<file path="src/rtl/dcf_ftd_pkg.sv">
`timescale 1ns / 1ps
// Package: field positions, limits and shared types of the time-code frame decoder.
package dcf_ftd_pkg;

    localparam int unsigned FRAME_W   = 59;
    localparam int unsigned HOURS_W   = 6;
    localparam int unsigned MINUTES_W = 7;
    localparam int unsigned PREV_H_W  = 5;
    localparam int unsigned PREV_M_W  = 6;

    // Bit positions inside the frame
    localparam int unsigned START_POS   = 0;
    localparam int unsigned MARKER_POS  = 20;
    localparam int unsigned MIN_POS     = 21;
    localparam int unsigned MIN_PAR_POS = 28;
    localparam int unsigned HR_POS      = 29;
    localparam int unsigned HR_PAR_POS  = 35;

    // Plausibility limits and wrap points
    localparam logic [HOURS_W-1:0]   HOURS_LIMIT   = 6'd24;
    localparam logic [MINUTES_W-1:0] MINUTES_LIMIT = 7'd60;
    localparam logic [PREV_M_W-1:0]  LAST_MINUTE   = 6'd59;
    localparam logic [PREV_H_W-1:0]  LAST_HOUR     = 5'd23;

    typedef struct packed {
        logic                 frame_ok;
        logic                 plausible;
        logic [HOURS_W-1:0]   hours;
        logic [MINUTES_W-1:0] minutes;
    } dcf_ftd_dec_t;

endpackage

</file>
<file path="src/rtl/dcf77_frame_time_decoder_core.sv">
`timescale 1ns / 1ps
// Top level: time-code frame decoder with input register and result register.
//
// Usage
//   Input channel (s_valid/s_ready/s_raw_frame): one 59-bit received frame
//   per beat, second 0 in bit 0.
//   Result channel (m_valid/m_ready/m_*): one result beat per input beat, in
//   order: frame_ok, time_plausible, set_clock, decoded_hours/minutes.
//   Path: an accepted frame goes into the input register, then through the
//   decode/compare logic into the result register, which drives m_valid.
//   Throughput: one beat per cycle while m_ready stays high; the result
//   register holds while its beat is not taken.
//   Stall: when m_ready is low the result register holds, the input
//   register fills, and s_ready drops only once both stages are occupied.
//   The last plausible time is updated as a frame moves from the input
//   register into the result register, so frames are compared in order.
//   Reset (aresetn low, synchronous): both stages empty, last time 00:00.
//   The first frame after reset raises set_clock only if its minutes read 01; its hours are not checked.
module dcf77_frame_time_decoder_core (
    input  logic                                aclk,
    input  logic                                aresetn,
    input  logic                                s_valid,
    output logic                                s_ready,
    input  logic [dcf_ftd_pkg::FRAME_W-1:0]     s_raw_frame,
    output logic                                m_valid,
    input  logic                                m_ready,
    output logic                                m_frame_ok,
    output logic                                m_time_plausible,
    output logic                                m_set_clock,
    output logic [dcf_ftd_pkg::HOURS_W-1:0]     m_decoded_hours,
    output logic [dcf_ftd_pkg::MINUTES_W-1:0]   m_decoded_minutes
);
    import dcf_ftd_pkg::*;

    // Input stage
    logic               in_valid_reg;
    logic               in_valid_next;
    logic [FRAME_W-1:0] frame_reg;

    // Result stage
    logic                 out_valid_reg;
    logic                 out_valid_next;
    logic                 ok_reg;
    logic                 plaus_reg;
    logic                 setc_reg;
    logic [HOURS_W-1:0]   hours_reg;
    logic [MINUTES_W-1:0] minutes_reg;

    dcf_ftd_dec_t dec;
    logic         set_clock;
    logic         advance;   // input stage moves into result stage
    logic         out_free;

    assign out_free = !out_valid_reg || m_ready;
    assign advance  = in_valid_reg && out_free;
    assign s_ready  = !in_valid_reg || out_free;

    always_comb begin
        in_valid_next  = in_valid_reg;
        out_valid_next = out_valid_reg;
        if (s_ready) begin
            in_valid_next = s_valid;
        end
        if (out_free) begin
            out_valid_next = in_valid_reg;
        end
    end

    dcf_ftd_decode u_decode (
        .frame (frame_reg),
        .dec   (dec)
    );

    dcf_ftd_track u_track (
        .aclk      (aclk),
        .aresetn   (aresetn),
        .update    (advance),
        .dec       (dec),
        .set_clock (set_clock)
    );

    always_ff @(posedge aclk) begin
        if (!aresetn) begin
            in_valid_reg  <= 1'b0;
            out_valid_reg <= 1'b0;
        end else begin
            in_valid_reg  <= in_valid_next;
            out_valid_reg <= out_valid_next;
        end
    end

    // Payload registers, no reset
    always_ff @(posedge aclk) begin
        if (s_ready && s_valid) begin
            frame_reg <= s_raw_frame;
        end
        if (advance) begin
            ok_reg      <= dec.frame_ok;
            plaus_reg   <= dec.plausible;
            setc_reg    <= set_clock;
            hours_reg   <= dec.hours;
            minutes_reg <= dec.minutes;
        end
    end

    assign m_valid           = out_valid_reg;
    assign m_frame_ok        = ok_reg;
    assign m_time_plausible  = plaus_reg;
    assign m_set_clock       = setc_reg;
    assign m_decoded_hours   = hours_reg;
    assign m_decoded_minutes = minutes_reg;

endmodule

</file>
<file path="src/rtl/dcf_ftd_decode.sv">
`timescale 1ns / 1ps
// Frame check and BCD decode of one registered time-code frame.
module dcf_ftd_decode (
    input  logic [dcf_ftd_pkg::FRAME_W-1:0] frame,
    output dcf_ftd_pkg::dcf_ftd_dec_t        dec
);
    import dcf_ftd_pkg::*;

    logic [3:0]           min_units;
    logic [2:0]           min_tens;
    logic [3:0]           hr_units;
    logic [1:0]           hr_tens;
    logic [MINUTES_W-1:0] minutes;
    logic [HOURS_W-1:0]   hours;
    logic                 ok;

    assign min_units = frame[MIN_POS +: 4];
    assign min_tens  = frame[MIN_POS+4 +: 3];
    assign hr_units  = frame[HR_POS +: 4];
    assign hr_tens   = frame[HR_POS+4 +: 2];

    // tens * 10 = tens*8 + tens*2
    assign minutes = {1'b0, min_tens, 3'b000} + {3'b000, min_tens, 1'b0} + {3'b000, min_units};
    assign hours   = {1'b0, hr_tens, 3'b000} + {3'b000, hr_tens, 1'b0} + {2'b00, hr_units};

    // Start bit low, marker high, even parity over each field plus its parity bit
    assign ok = !frame[START_POS] && frame[MARKER_POS]
             && !(^frame[MIN_PAR_POS:MIN_POS])
             && !(^frame[HR_PAR_POS:HR_POS]);

    assign dec.frame_ok  = ok;
    assign dec.plausible = ok && (hours < HOURS_LIMIT) && (minutes < MINUTES_LIMIT);
    assign dec.hours     = hours;
    assign dec.minutes   = minutes;

endmodule

</file>
<file path="src/rtl/dcf_ftd_track.sv">
`timescale 1ns / 1ps
// Last plausible time register and consecutive-minute check.
module dcf_ftd_track (
    input  logic                      aclk,
    input  logic                      aresetn,
    input  logic                      update,
    input  dcf_ftd_pkg::dcf_ftd_dec_t dec,
    output logic                      set_clock
);
    import dcf_ftd_pkg::*;

    logic [PREV_H_W-1:0]  prev_hours_reg;
    logic [PREV_M_W-1:0]  prev_minutes_reg;
    logic [PREV_H_W-1:0]  prev_hours_next;
    logic [PREV_M_W-1:0]  prev_minutes_next;
    logic [MINUTES_W-1:0] min_expect;
    logic [HOURS_W-1:0]   hr_expect;
    logic                 consec;

    assign min_expect = {1'b0, prev_minutes_reg} + 7'd1;
    assign hr_expect  = (prev_hours_reg < LAST_HOUR) ? ({1'b0, prev_hours_reg} + 6'd1) : 6'd0;

    always_comb begin
        if (prev_minutes_reg < LAST_MINUTE) begin
            consec = (dec.minutes == min_expect);
        end else begin
            consec = (dec.minutes == '0) && (dec.hours == hr_expect);
        end
    end

    assign set_clock = dec.plausible && consec;

    always_comb begin
        prev_hours_next   = prev_hours_reg;
        prev_minutes_next = prev_minutes_reg;
        if (update && dec.plausible) begin
            prev_hours_next   = dec.hours[PREV_H_W-1:0];
            prev_minutes_next = dec.minutes[PREV_M_W-1:0];
        end
    end

    always_ff @(posedge aclk) begin
        if (!aresetn) begin
            prev_hours_reg   <= '0;
            prev_minutes_reg <= '0;
        end else begin
            prev_hours_reg   <= prev_hours_next;
            prev_minutes_reg <= prev_minutes_next;
        end
    end

endmodule

</file>
<file path="config.mk">
export PLATFORM = sky130hd
export DESIGN_NAME = dcf77_frame_time_decoder_core
export DESIGN_NICKNAME = d
export VERILOG_FILES = /design/src/rtl/dcf_ftd_pkg.sv /design/src/rtl/dcf77_frame_time_decoder_core.sv /design/src/rtl/dcf_ftd_decode.sv /design/src/rtl/dcf_ftd_track.sv
export SDC_FILE = /design/constraint.sdc
export NUM_CORES = 1
export LEC_CHECK = 0
export BUFFER_PORTS_ARGS = -buffer_cell sky130_fd_sc_hd__buf_2
export CAP_MARGIN = 20
export CORE_MARGIN = 3
export CORE_UTILIZATION = 29
export CTS_CLUSTER_SIZE = 14
export DETAILED_ROUTE_END_ITERATION = 6
export PLACE_DENSITY = 0.57
export SETUP_SLACK_MARGIN = 0.5
export SLEW_MARGIN = 20
export SYNTH_ARGS = -nofsm -noshare
export SYNTH_HDL_FRONTEND = slang
export SYNTH_SLANG_ARGS = --single-unit
export TNS_END_PERCENT = 20
</file>
<file path="constraint.sdc">
create_clock -name aclk -period 5.82 [get_ports aclk]
set_input_delay 0.873 -clock aclk [delete_from_list [all_inputs] [get_ports aclk]]
set_output_delay 0.873 -clock aclk [all_outputs]
set_load 0.01 [all_outputs]
</file>
==> reports/metrics.json, run 1 <==
{
  "run_status": {
    "outcome": "finished, final reports clean"
  },
  "synthesis": {
    "post_synth_fa_ha_maj_area_fraction_pct": 7.92,
    "yosys.area_share.simple_pct": 12.4,
    "yosysMostFrequentCell": "sky130_fd_sc_hd__edfxtp_1",
    "synth.largest_area_cell": "sky130_fd_sc_hd__edfxtp_1",
    "postSynthCellCount": 199,
    "yosys.area_share.xor_xnor_pct": 11.6,
    "post_synth_main_area_contributors": "sky130_fd_sc_hd__edfxtp_1, sky130_fd_sc_hd__dfxtp_1, sky130_fd_sc_hd__xnor2_1, sky130_fd_sc_hd__ha_1, sky130_fd_sc_hd__mux2i_1",
    "synth_enable_flop_cells": 33,
    "async_flop_share_pct": 0,
    "combined_area_of_all_synthesized_cells_um2": 2340,
    "synthesis.area_per_instance_um2": 11.8,
    "postSynthRegisterBits": 46,
    "yosysUniqueCellTypes": 39,
    "combinational_family_with_the_most_area_after_synthesis": "simple AND/OR/NAND/NOR gates",
    "synth-main-ff-cell": "sky130_fd_sc_hd__edfxtp_1",
    "yosys_warnings": 0,
    "synth.top_cell.area_share_pct": 42.4,
    "yosysSeqAreaShare_pct": 53.5,
    "synthTopCellsByCount": "sky130_fd_sc_hd__edfxtp_1, sky130_fd_sc_hd__xnor2_1, sky130_fd_sc_hd__nand2_1, sky130_fd_sc_hd__inv_1, sky130_fd_sc_hd__dfxtp_1",
    "yosys-mux-area-fraction_pct": 3.85,
    "synth.net_count": 275,
    "synth_compound_gate_area_share_pct": 7.38
  },
  "routing": {
    "number_of_optimization_iterations_in_the_first_detailed_route_pass": 4,
    "via_per_inst": 4.43,
    "route.met3.wl_um": 227,
    "totalWireLength_um": 4110,
    "wl_per_cell_um": 12.0,
    "drt.antenna.violating_nets": 0,
    "dr.max_layer_used": "met4",
    "met2_length_um": 1830,
    "drc_errors": 0,
    "routed-via-count": 1520,
    "wl_met1_um": 2020,
    "detail_route.iter0.violations": 89
  },
  "die": {
    "floorplan.die_area_um2": 9180,
    "die_h_um": 95.8,
    "floorplan.core_area_um2": 7770,
    "top_level_ports": 81,
    "chipWidth_um": 95.8,
    "start_util_pct": 30.1,
    "floorplan.rows": 32
  },
  "critical_path": {
    "crit_path_end_kind": "flip-flop",
    "cp_data_required_time_ns": 6.04,
    "cpMaxStageDelayCell": "sky130_fd_sc_hd__and2_1",
    "critical_path_peak_fanout": 11,
    "critical_path_class": "flip-flop to flip-flop",
    "cp_slowest_stage_delay_ns": 0.61,
    "start_kind": "flip-flop",
    "worst_path_most_repeated_cell": "sky130_fd_sc_hd__fa_1",
    "internal_reg_to_reg_setup_slack_ns": 2.22,
    "cell_by_cell_listing_of_the_critical_path": "inv_1 -> fa_1 -> fa_1 -> xor2_1 -> inv_2 -> and3_1 -> a2111oi_2 -> and2_1 -> mux2i_1",
    "arrival_ns": 3.82
  },
  "clock_tree": {
    "cts.htree.levels": 2,
    "cts_resized": 0,
    "cts_sinks": 46,
    "path_clk_slew_ns": 0.08,
    "cts_hold_buf": 0,
    "post_cts_buffers": 0,
    "cts_made_buffers": 5,
    "cts_root_buf": "sky130_fd_sc_hd__clkbuf_8",
    "clock_latency_on_the_worst_skew_pair_ns": 0.29,
    "clock_tree_from_tritoncts": "yes",
    "clk_path_buf_depth": 2
  },
  "timing": {
    "number_of_max_slew_violations_in_the_final_report": 0,
    "layout_worst_path_cycle_share_pct": 61.8,
    "fmax_mhz": 278,
    "setup_total_negative_slack_ns": 0,
    "hold_violations": 0,
    "hold-worst-slack_ns": 0.489,
    "setup_viol_count_final": 0,
    "final.setup_skew_ns": 0.00350,
    "clock_period_minus_worst_slack_ns": 3.60,
    "max_slew.worst_pin.slew_ns": 0.714,
    "rsz0062_at_grt": "no",
    "slew_headroom_pct": 52.4,
    "final_critical_path_setup_slack_ns": 2.22
  },
  "power_and_ir_drop": {
    "total_leakage_power_nw": 1.03,
    "pwr_density_cell_nw_per_um2": 256,
    "irDropWorstVdd_mv": 0.117
  },
  "placed_design": {
    "gp_routability_congestion": 0.777,
    "place.detailed.hpwl_um": 3210,
    "detailedPlace.worstSlack_ns": 2.26,
    "dpl-instance-area_um2": 2630,
    "io_buffers": 38
  },
  "final_layout": {
    "area.growth.synth_to_final_pct": 16.5,
    "fill_cell_count": 788,
    "design_area_um2": 2720,
    "final_nets": 316,
    "layout_cells_sized_above_1_pct": 20.7,
    "antenna-diode-count": 0,
    "final_core_util_pct": 35.1,
    "largest_reg_flops": 17
  },
  "grt": {
    "vias_in_the_first_global_route": 1439,
    "antenna_violations_before_repair": 0,
    "grt_overflow_total": 0,
    "largest_net_degree_at_the_start_of_global_routing": 20,
    "grt_first_pass_wirelength_um": 6800,
    "groute.usage.overall_pct": 9.73
  },
  "flow_run": {
    "max_cap_viol_count": 0
  },
  "min_path": {
    "hold_class": "flip-flop to flip-flop"
  }
}
final timing paths:
kind	startpoint	to	cells after the start
setup / recovery	frame_reg[27]	u_track.prev_minutes_reg[5]	9
hold / removal	u_track.prev_minutes_reg[1]	u_track.prev_minutes_reg[1]	2
setup reg to reg	frame_reg[27]	u_track.prev_minutes_reg[5]	9
hold reg to reg	u_track.prev_minutes_reg[1]	u_track.prev_minutes_reg[1]	2
worst max-delay path: cells and delay by family (launching register included):
| family | cells | cell delay (ns) |
|---|---|---|
| fa+ha+maj | 2 | 0.93 |
| buf+inv | 2 | 0.24 |
| mux | 1 | 0.25 |
| simple gates | 2 | 0.85 |
| compound gates | 1 | 0.48 |
| xor+xnor | 1 | 0.31 |
| flops | 1 | 0.48 |
kinds of logic after synthesis:
group / Yosys count
and+or+nand+nor: 55
AOI/OAI and AO/OA: 27
muxes: 9
xor gates and xnor gates: 30
DFF: 46
buffers and inverters: 19
adders and majority gates: 13
cell usage in the layout, fill, tap and decap left out, drive strengths merged:
master and n:
clkbuf 6, nand2b 1, o21ai 6, nor4b 1, mux2i 9, dfxtp 13, nor3b 2, nor2b 2
or4 1, a21oi 11, a31oi 1, o2111ai 1, nand4 3, a221o 1, a21o 1, a21boi 1
edfxtp 33, a31o 1, nor4 1, a2111oi 1, nor3 2, ha 10, or3 1, and2 2
inv 15, xnor2 23, a211oi 2, buf 38, and3b 1, o221ai 1, fa 3, nand3 5
xor2 7, nand2 21, clkinv 2, and3 3, or4b 1, nor2 8
stage by stage:
| stage | std cells | power, mW |
|---|---|---|
| global placement | 335 | 0.510 |
| floorplan | 199 | 0.477 |
| finish | 343 | 0.696 |
| CTS | 343 | 0.709 |
| global route | 343 | 0.739 |
| detailed placement | 335 | 0.512 |
report_power, final:
group / internal [mW] / total (mW) / switching, mW / leakage, nW
combinational: 0.0529 / 0.121 / 0.0678 / 0.561
clock: 0.0935 / 0.195 / 0.101 / 0.0463
sequential: 0.372 / 0.381 / 0.00975 / 0.420
total: 0.518 / 0.696 / 0.179 / 1.03
final cells by class:
type	instances	area (um2)	area share (%)
clock buffers	6	82.6	3.03
clock inverters	2	7.51	0.276
inverters	15	56.3	2.07
multi-input cells	134	1010	37.0
flip-flops and latches	46	1250	45.9
well taps	102	128	4.69
repair buffers	38	190	6.98
per-layer routing:
layer  vias to the layer above  track usage [%]
li1                        780                -
met1                       693             13.7
met2                        42             14.6
met3                         5             2.58
met4                         0             2.84
met5                         -                0
Note: power is estimated with default switching activity, not from simulation.
==> run 2: changes to the inputs <==
--- a/config.mk
+++ b/config.mk
@@ -5,13 +5,14 @@
 export SDC_FILE = /design/constraint.sdc
 export NUM_CORES = 1
 export LEC_CHECK = 0
+export ABC_AREA = 1
 export BUFFER_PORTS_ARGS = -buffer_cell sky130_fd_sc_hd__buf_2
 export CAP_MARGIN = 20
 export CORE_MARGIN = 3
 export CORE_UTILIZATION = 29
 export CTS_CLUSTER_SIZE = 14
 export DETAILED_ROUTE_END_ITERATION = 6
-export PLACE_DENSITY = 0.57
+export PLACE_DENSITY = 0.56
 export SETUP_SLACK_MARGIN = 0.5
 export SLEW_MARGIN = 20
 export SYNTH_ARGS = -nofsm -noshare
==> constraint.sdc (replaced) <==
create_clock -name aclk -period 3.6 [get_ports aclk]
set_input_delay 0.54 -clock aclk [delete_from_list [all_inputs] [get_ports aclk]]
set_output_delay 0.54 -clock aclk [all_outputs]
set_load 0.01 [all_outputs]
==> run 2 against run 1 <==
Clock skew rose by 0.0087 ns. Largest cell class unchanged. Critical endpoint is now m_set_clock. Highest routed layer unchanged. Routed wire length rose by 28%. Total power rose by 65%. Clock-buffer cell count fell by 1.
==> reports/metrics.json, run 2 <==
{
  "critical_path": {
    "r2r_cells": {"value": 13, "change": "+4"},
    "start_kind": "flip-flop",
    "critical_path_class": "flip-flop to flip-flop",
    "crit-reg2reg-launch": "frame_reg[27]",
    "cell_by_cell_listing_of_the_critical_path": "inv_2 -> fa_1 -> fa_1 -> nor2_2 -> inv_2 -> nand2_1 -> nor2_1 -> nand3_1 -> nand2_1 -> nor2_2 -> and2_1 -> nand2_1 -> nor2_1",
    "worst_setup_path_startpoint": "frame_reg[27]",
    "cp_slowest_stage_delay": {"value": 0.48, "unit": "ns", "change": "-0.13 ns"},
    "critical_path_peak_fanout": {"value": 5, "change": "-6"},
    "cpLargestDelayFamily": "simple AND/OR/NAND/NOR gates",
    "cp_data_required_time": {"value": 3.77, "unit": "ns", "change": "-2.27 ns"},
    "crit_path_end_kind": "flip-flop",
    "critical_path_cell_count": {"value": 13, "change": "+4"},
    "worst_path_most_repeated_cell": "sky130_fd_sc_hd__nand2_1",
    "critical_path_buf_inv_count": {"value": 2, "change": "unchanged"},
    "arrival": {"value": 2.96, "unit": "ns", "change": "-0.86 ns"},
    "cpMaxStageDelayCell": "sky130_fd_sc_hd__fa_1"
  },
  "final_layout": {
    "antenna-diode-count": {"value": 0, "change": "unchanged"},
    "final_nets": {"value": 461, "change": "+46%"},
    "layout_cells_sized_above_1": {"value": 17.6, "unit": "%", "change": "-3.1 points"},
    "area.growth.synth_to_final": {"value": 16.6, "unit": "%", "change": "about the same"},
    "mostFrequentLayoutCell": "sky130_fd_sc_hd__nand2_1",
    "final_cells": {"value": 494, "change": "+44%"},
    "largest_reg_flops": {"value": 17, "change": "unchanged"},
    "design_area": {"value": 3070, "unit": "um2", "change": "+13%"},
    "commonest_non_fill_non_tap_cells_in_the_layout": "sky130_fd_sc_hd__nand2_1, sky130_fd_sc_hd__inv_1, sky130_fd_sc_hd__nor2_1"
  },
  "clock_tree": {
    "cts_hold_buf": {"value": 0, "change": "unchanged"},
    "cts.htree.levels": {"value": 2, "change": "unchanged"},
    "cts_sinks": {"value": 46, "change": "unchanged"},
    "clock_latency_on_the_worst_skew_pair": {"value": 0.31, "unit": "ns", "change": "+0.02 ns"},
    "path_clk_slew": {"value": 0.09, "unit": "ns", "change": "about the same"},
    "cts_root_buf": "sky130_fd_sc_hd__clkbuf_8",
    "clk_path_buf_depth": {"value": 2, "change": "unchanged"},
    "clock_tree_from_tritoncts": "yes",
    "cts_made_buffers": {"value": 5, "change": "unchanged"}
  },
  "die": {
    "floorplan.rows": {"value": 34, "change": "+6.3%"},
    "die_h": {"value": 101, "unit": "um", "change": "+5.8%"},
    "chipWidth": {"value": 101, "unit": "um", "change": "+5.8%"},
    "top_level_ports": {"value": 81, "change": "unchanged"},
    "start_util": {"value": 30.1, "unit": "%", "change": "about the same"},
    "floorplan.die_area": {"value": 10300, "unit": "um2", "change": "+12%"},
    "floorplan.core_area": {"value": 8760, "unit": "um2", "change": "+13%"}
  },
  "routing": {
    "dr.max_layer_used": "met4",
    "via_per_inst": {"value": 4.31, "change": "-2.8%"},
    "met2_length": {"value": 2460, "unit": "um", "change": "+34%"},
    "routed-via-count": {"value": 2128, "change": "+40%"},
    "route.met3.wl": {"value": 265, "unit": "um", "change": "+17%"},
    "wl_per_cell": {"value": 10.7, "unit": "um", "change": "-11%"},
    "totalWireLength": {"value": 5290, "unit": "um", "change": "+28%"},
    "wl_met1": {"value": 2520, "unit": "um", "change": "+25%"},
    "drc_errors": {"value": 0, "change": "unchanged"},
    "drt.antenna.violating_nets": {"value": 0, "change": "unchanged"},
    "number_of_optimization_iterations_in_the_first_detailed_route_pass": {"value": 6, "change": "+2"},
    "detail_route.iter0.violations": {"value": 76, "change": "-15%"}
  },
  "power_and_ir_drop": {
    "pwr_density_cell": {"value": 375, "unit": "nW/um2", "change": "+47%"},
    "comb_power_share": {"value": 18.3, "unit": "%", "change": "+1.0 points"},
    "seqPwrFrac": {"value": 53.9, "unit": "%", "change": "-0.8 points"},
    "power.internal": {"value": 0.816, "unit": "mW", "change": "+58%"},
    "irDropWorstVdd": {"value": 0.129, "unit": "mV", "change": "+10%"},
    "total_leakage_power": {"value": 1.55, "unit": "nW", "change": "+51%"},
    "switching_share": {"value": 29.1, "unit": "%", "change": "+3.5 points"},
    "clockPowerShare": {"value": 27.7, "unit": "%", "change": "-0.2 points"},
    "netSwitchingPower": {"value": 0.336, "unit": "mW", "change": "+88%"}
  },
  "synthesis": {
    "synth_enable_flop_cells": {"value": 33, "change": "unchanged"},
    "post_synth_main_area_contributors": "sky130_fd_sc_hd__edfxtp_1, sky130_fd_sc_hd__nand2_1, sky130_fd_sc_hd__dfxtp_1, sky130_fd_sc_hd__inv_1, sky130_fd_sc_hd__nor2_1",
    "yosysMostFrequentCell": "sky130_fd_sc_hd__nand2_1",
    "synth.top_cell.area_share": {"value": 37.6, "unit": "%", "change": "-4.8 points"},
    "yosysSeqAreaShare": {"value": 47.5, "unit": "%", "change": "-6.0 points"},
    "synth-main-ff-cell": "sky130_fd_sc_hd__edfxtp_1",
    "postSynthCellCount": {"value": 340, "change": "+71%"},
    "combined_area_of_all_synthesized_cells": {"value": 2640, "unit": "um2", "change": "+13%"},
    "postSynthRegisterBits": {"value": 46, "change": "unchanged"},
    "synth.largest_area_cell": "sky130_fd_sc_hd__edfxtp_1",
    "synthTopCellsByCount": "sky130_fd_sc_hd__nand2_1, sky130_fd_sc_hd__inv_1, sky130_fd_sc_hd__nor2_1, sky130_fd_sc_hd__edfxtp_1, sky130_fd_sc_hd__nand3_1",
    "async_flop_share": {"value": 0, "unit": "%", "change": "unchanged"},
    "yosys_warnings": {"value": 0, "change": "unchanged"},
    "yosysUniqueCellTypes": {"value": 24, "change": "-38%"},
    "synthesis.area_per_instance": {"value": 7.75, "unit": "um2", "change": "-34%"},
    "synth.net_count": {"value": 416, "change": "+51%"}
  },
  "flow_run": {
    "max_cap_viol_count": {"value": 0, "change": "unchanged"}
  },
  "placed_design": {
    "dpl-instance-area": {"value": 2940, "unit": "um2", "change": "+12%"},
    "gp_routability_congestion": {"value": 0.820, "change": "+5.5%"},
    "place.detailed.hpwl": {"value": 4000, "unit": "um", "change": "+24%"},
    "dpl.cell_count": {"value": 483, "change": "+44%"},
    "io_buffers": {"value": 38, "change": "unchanged"}
  },
  "timing": {
    "setup_viol_count_final": {"value": 0, "change": "unchanged"},
    "slew_headroom": {"value": 58.6, "unit": "%", "change": "+6.2 points"},
    "final.setup_skew": {"value": 0.0122, "unit": "ns", "change": "+0.00870 ns"},
    "max_slew.worst_pin.slew": {"value": 0.620, "unit": "ns", "change": "-0.0940 ns"},
    "clock_period_minus_worst_slack": {"value": 2.78, "unit": "ns", "change": "-0.812 ns"},
    "hold_violations": {"value": 0, "change": "unchanged"},
    "setup_total_negative_slack": {"value": 0, "unit": "ns", "change": "unchanged"},
    "number_of_max_slew_violations_in_the_final_report": {"value": 0, "change": "unchanged"},
    "layout_worst_path_cycle_share": {"value": 77.4, "unit": "%", "change": "+16 points"},
    "fmax": {"value": 359, "unit": "MHz", "change": "+29%"},
    "rsz0062_at_grt": "no"
  },
  "grt": {
    "antenna_violations_before_repair": {"value": 0, "change": "unchanged"},
    "grt_first_pass_wirelength": {"value": 8730, "unit": "um", "change": "+28%"},
    "largest_net_degree_at_the_start_of_global_routing": {"value": 23, "change": "+15%"},
    "grt_overflow_total": {"value": 0, "change": "unchanged"},
    "vias_in_the_first_global_route": {"value": 1936, "change": "+35%"},
    "groute.usage.overall": {"value": 10.8, "unit": "%", "change": "+1.1 points"}
  },
  "run_status": {
    "outcome": "finished, final reports clean"
  },
  "min_path": {
    "hold_class": "input pin to flip-flop",
    "worst_hold_path.num_cells": {"value": 1, "change": "-1"},
    "worstHoldStart": "s_raw_frame[21]"
  }
}
==> run 2: cell types whose count changed in the layout (fill, tap and decap cells not counted), sizes merged, moves of 3 or more <==
cell / change
xor2: -3
nand2: +100
mux2i: -9
buf: +3
and3: -3
inv: +41
xnor2: -20
nor2: +43
nand3: +20
a21oi: -6
==> run 2: what timing repair did <==
item / 4_1_cts / 5_1_grt
gates resized for setup: 0 / 3
buffers inserted: 0 / 2
endpoints found under the setup margin: 0 / 11
==> run 2: per-stage QoR <==
step | hold slack, ns | worst slack, ns | util, % | power (mW)
after floorplan | 0.447 | 1.03 | - | 0.777
after global placement | 0.473 | 0.655 | 33.6 | 0.831
after detailed placement | 0.492 | 0.604 | 33.6 | 0.838
after CTS | 0.394 | 0.583 | 34.6 | 1.16
after global routing | 0.372 | 0.514 | 35.1 | 1.23
final | 0.401 | 0.815 | 35.1 | 1.15
==> run 2: path summary, 6_finish.rpt <==
| check | slack, ns | to |
|---|---|---|
| min | 0.40 | frame_reg[21] |
| min reg2reg | 0.50 | m_valid |
| max reg2reg | 0.82 | m_set_clock |
| max | 0.82 | m_set_clock |
==> run 2: worst register-to-register path: stages, from the launching register on <==
cell and delay [ns]:
sky130_fd_sc_hd__edfxtp_1 0.47, sky130_fd_sc_hd__inv_2 0.15, sky130_fd_sc_hd__fa_1 0.47, sky130_fd_sc_hd__fa_1 0.48, sky130_fd_sc_hd__nor2_2 0.19, sky130_fd_sc_hd__inv_2 0.04, sky130_fd_sc_hd__nand2_1 0.08, sky130_fd_sc_hd__nor2_1 0.05
sky130_fd_sc_hd__nand3_1 0.07, sky130_fd_sc_hd__nand2_1 0.07, sky130_fd_sc_hd__nor2_2 0.21, sky130_fd_sc_hd__and2_1 0.22, sky130_fd_sc_hd__nand2_1 0.07, sky130_fd_sc_hd__nor2_1 0.08
==> run 2: routing by layer <==
| metal | up-vias | global-route usage, % |
|---|---|---|
| met2 | 38 | 17.9 |
| met1 | 946 | 13.9 |
| met4 | 0 | 2.45 |
| met5 | - | 0 |
| met3 | 4 | 3.31 |
| li1 | 1140 | - |
==> run 2: power by group through the flow <==
stage	Sequential, mW	Combinational (mW)	Clock, mW
global route	0.626	0.247	0.358
floorplan	0.633	0.144	0
CTS	0.622	0.205	0.330
detailed placement	0.634	0.204	0
global placement	0.633	0.198	0
finish	0.621	0.211	0.319
==> run 2: area by class of cell <==
type	instances	area (um2)
timing repair buffer	41	213
clock inverter	3	21.3
tap	108	135
sequential	46	1250
fill	931	5690
multi-input combinational	234	1170
clock buffer	5	68.8
inverter	57	214
==> run 2: cells by family (layout without fill, tap and decap cells) <==
group           Yosys count  in the layout  share of synthesized area (%)
flops                    46             46                           47.5
xor+xnor                  7              7                           2.33
simple gates            201            202                           31.6
buf+inv                  61            106                           9.35
fa+ha+maj                13             13                           7.02
compound gates           12             12                           2.28
